==> src/hw/rtl/ptiu_ram.sv <==
// Generic simple dual-port RAM with one write port and a registered read port.
module ptiu_ram #(
  parameter int WIDTH = 8,
  parameter int DEPTH = 16,
  parameter int AW    = (DEPTH > 1) ? $clog2(DEPTH) : 1
) (
  input  logic             clk,
  input  logic             we,
  input  logic [AW-1:0]    waddr,
  input  logic [WIDTH-1:0] wdata,
  input  logic             re,
  input  logic [AW-1:0]    raddr,
  output logic [WIDTH-1:0] rdata
);

  logic [WIDTH-1:0] mem [DEPTH];
  logic [WIDTH-1:0] rdata_r;

  always_ff @(posedge clk) begin
    if (we) begin
      mem[waddr] <= wdata;
    end
    if (re) begin
      rdata_r <= mem[raddr];
    end
  end

  assign rdata = rdata_r;

endmodule

==> config.mk <==
export PLATFORM = sky130hd
export DESIGN_NAME = ptiu_ram
export DESIGN_NICKNAME = d
export VERILOG_FILES = /design/src/hw/rtl/ptiu_ram.sv
export SDC_FILE = /design/constraint.sdc
export NUM_CORES = 1
export LEC_CHECK = 0
export ABC_AREA = 0
export BUFFER_PORTS_ARGS = -buffer_cell sky130_fd_sc_hd__buf_4
export CAP_MARGIN = 0
export CORE_ASPECT_RATIO = 1.2
export CORE_MARGIN = 4
export CORE_UTILIZATION = 65
export DETAILED_ROUTE_END_ITERATION = 10
export GPL_ROUTABILITY_DRIVEN = 1
export PLACE_DENSITY_LB_ADDON = 0.12
export SLEW_MARGIN = 20
export SYNTH_ARGS = -nofsm -noshare
export SYNTH_HDL_FRONTEND = slang
export SYNTH_SLANG_ARGS = --single-unit
export TNS_END_PERCENT = 1
==> constraint.sdc <==
create_clock -name clk -period 4.6 [get_ports clk]
set_input_delay 0.23 -clock clk [delete_from_list [all_inputs] [get_ports clk]]
set_output_delay 0.23 -clock clk [all_outputs]
set_load 0.05 [all_outputs]
; Yosys cells after proc, flatten, opt, wreduce, memory -nomap -nowiden
; Memory sizes are Yosys's and may differ from the RTL's. A register that Yosys moved wholly into a read port is not among the register bits.
; Cells that the tools add are included.
[word_totals]
reg_bits = 0
ramBits = 128
input_bits = 19
output_inout_bits = 8
elab_cells = 3
memories = 1
[op_classes]
n_mux = 2
[memory_table]
columns = memory, words, width, rd, rd_ports_with_merged_regs, write_ports, line_no
row1 = mem, 16, 8, 1, 1, 1, 16  ; logic [WIDTH-1:0] mem [DEPTH];
[op_table]
columns = cell, count
row1 = 1-bit two-way mux, 2

; Depth between registers and ports, before layout
[depth]
word_depth = 2
mapped_depth = 5
ltp_nobuf = 3

; Worst setup path after synthesis
; OpenSTA, ideal clock, no wires.
[synth_timing]
path_type = input-to-reg
start = input port waddr[2]
end = memory mem[0][0], enable pin
setup_time_ns = 0.383
arrival_ns = 1.340
path_slack_ns = 2.877
path_stages = 2
cell_sequence = or3b_2 -> nor3_1
[synth_lines]
columns = element, line_no
row1 = "start, declared", 9  ; input logic [AW-1:0] waddr,
row2 = "end, declared", 16
; No word-level cell before the write port.

; Worst setup path after layout
[layout_timing]
start = input port waddr[2]
end = memory mem[0][7], enable pin
; No word-level cell before the write port.

==> flow_metrics.env <==
export IMPL_status="finished clean"
export IMPL_hold_violations=0
export IMPL_yosysWarningCount=0
export IMPL_vias_per_cell=6.44
export IMPL_grt_overflow=0
export IMPL_netlist_instances=229
export IMPL_clockBufferDepth=2
export IMPL_startpoint_type="input pin"
export IMPL_instances_no_fill=374
export IMPL_drt_iter0_drc=226
export IMPL_vias=2409
export IMPL_cts_root_buf="clkbuf_8"
export IMPL_fin_crit_ps=1510
export IMPL_antennaDiodeCount=0
export IMPL_seq_area_sq_mm=0.00408
export IMPL_grt_start_max_net_pins=33
export IMPL_area_delta_synth_final_pct=15.8
export IMPL_slowest_delay_ps=790
export IMPL_r2r_cells=3
export IMPL_cts_sinks=136
export IMPL_grt_pass1_vias=2568
export IMPL_clock_fmax_ghz=0.660
export IMPL_syn_area_sq_mm=0.00523
export IMPL_die_w_um=89.9
export IMPL_wire_per_inst_um=25.2
export IMPL_period_share=0.329
export IMPL_synth_area_leaders="edfxtp_1, mux4_2, mux4_1"
export IMPL_path_cells="buf_4 -> or3b_2 -> nor3_1"
export IMPL_die_y_um=106
export IMPL_cp_max_fo=8
export IMPL_setup_tns_ps=0
export IMPL_hp_class="input pin to register"
export IMPL_rsz0062_at_grt="false"
export IMPL_critPathKind="input pin to register"
export IMPL_cts_tree="done"
export IMPL_start_util=0.674
export IMPL_arrival_ps=1640
export IMPL_p_leak_nw=2.01
export IMPL_reg2reg_to="rdata[3]"
export IMPL_holdBufCountCts=3
export IMPL_drc=0
export IMPL_gp_congestion=0.756
export IMPL_final_common_cell="edfxtp_1"
export IMPL_setup_viol=0
export IMPL_cp_required_ps=4730
export IMPL_drv_cap=0
export IMPL_ant_nets=0
export IMPL_ys_ff_latch=136
export IMPL_dieArea_sq_mm=0.00955
export IMPL_ios=27
export IMPL_worst_pin_slew_ps=1000
export IMPL_wl_um=9430
export IMPL_core_sq_mm=0.00775
export IMPL_firstDrtPassIters=4
export IMPL_yosysUniqueCellTypes=18
export IMPL_htreeDepth=4
export IMPL_min_to="mem[4][3]"
export IMPL_relSlewSlack=0.328
export IMPL_endpoint_kind="register"
export IMPL_post_cts_resized=0
export IMPL_antenna_found_initial=0
export IMPL_avgSynthCellArea_sq_um=22.8
export IMPL_yosysTopAreaCell="edfxtp_1"
export IMPL_rrSetupSlack_ps=3100
export IMPL_peakVddDrop_mv=0.372
export IMPL_fin_skew_ps=10.8
export IMPL_port_buffers=26
export IMPL_layout_common_cells="edfxtp_1, buf_4, mux4_2, a22oi_1, clkbuf_16"
export IMPL_r2r_start="mem[9][3]"
export IMPL_cts_buffers=17
export IMPL_final_nets=288
export IMPL_nFillCells=408
export IMPL_syn_num_nets=248
export IMPL_grt_pass1_wl_um=14800
export IMPL_slowest_stage="nor3_1"
export IMPL_postCtsSetupBuffers=0
export IMPL_synth_seq_area_share=0.781
export IMPL_grtUsageTotal=0.219
export IMPL_whs_path_depth=1
export IMPL_clk_pin_slew_ps=60
export IMPL_synth_top_area_share=0.781
export IMPL_multi_input_area_sq_mm=0.00106
export IMPL_dp_hpwl_um=5900
export IMPL_drive_gt1_frac=0.270
export IMPL_slew_violations=0
export IMPL_hold_start="wdata[3]"
export IMPL_fp_row_count=35
export IMPL_clock_latency_ps=510
export IMPL_placed_cells=339
export IMPL_power_density_mw_per_mm2=461
cell families after synthesis:
logic type             count (synthesis)  synth area share
AO/OA/AOI/OAI                         16            0.0230
buffers and inverters                 10            0.0165
flip-flops                           136             0.781
multiplexers                          32             0.148
AND/OR/NAND/NOR                       35            0.0314
cell type report:
type,instances,area share
timing repair buffer,31,0.0397
sequential,136,0.675
tap,92,0.0190
multi-input combinational,83,0.175
clock buffer,19,0.0696
clock inverter,13,0.0217
metrics by stage:
stage	hold WS, ps	total power [mW]	setup WS (ps)	area (sq um)	utilization
after floorplan	329	1.52	2880	5230	-
after CTS	7.14	2.81	3090	6050	0.781
after global placement	533	1.57	2590	5470	0.706
final	26.4	2.79	3090	6050	0.781
after detailed placement	538	1.58	2550	5470	0.706
after global routing	21.6	2.88	3000	6050	0.781
per-layer routing:
| metal | track usage | wire [um] | share of wire | vias up |
|---|---|---|---|---|
| met5 | 0 | 0 | 0 | - |
| met4 | 0.0864 | 175 | 0.019 | 0 |
| met3 | 0.0672 | 612 | 0.065 | 16 |
| met2 | 0.346 | 4800 | 0.51 | 94 |
| met1 | 0.291 | 3850 | 0.41 | 1238 |
| li1 | - | - | - | 1061 |
worst max-delay path: cells and delay by family:
family | cells | cell delay (ps)
simple gates | 2 | 1300
buf+inv | 1 | 120
report_power, final:
part	switching, mW	total [mW]	internal, mW
registers	0.00727	1.40	1.40
clock network	0.474	1.24	0.763
logic	0.0910	0.149	0.0580
state kept, by name, summed over array words and instances (netlist names):
name	flops
mem	128
rdata	8
Yosys cell counts:
cell / instances
edfxtp_1: 136
mux4_2: 18
a22oi_1: 16
mux4_1: 14
nor2_1: 13
nand2_1: 9
nor3_1: 4
buf_2: 3
buf_6: 3
clkdlybuf4s25_2: 3
nand2b_1: 2
nand3b_1: 2
and2_1: 1
and2b_1: 1
buf_4: 1
nand3_1: 1
nor2b_1: 1
or3b_2: 1
worst max-delay path by stage:
stage	endpoint	slack, ps	startpoint	cells past startpoint
after CTS	mem[0][7]	3090	waddr[2]	3
after floorplan	mem[0][0]	2880	waddr[2]	2
final	mem[0][7]	3090	waddr[2]	3
after global routing	mem[0][0]	3000	waddr[2]	3
after global placement	mem[0][6]	2590	waddr[2]	3
after detailed placement	mem[0][6]	2550	waddr[2]	3
(Power assumes the default switching activity.)
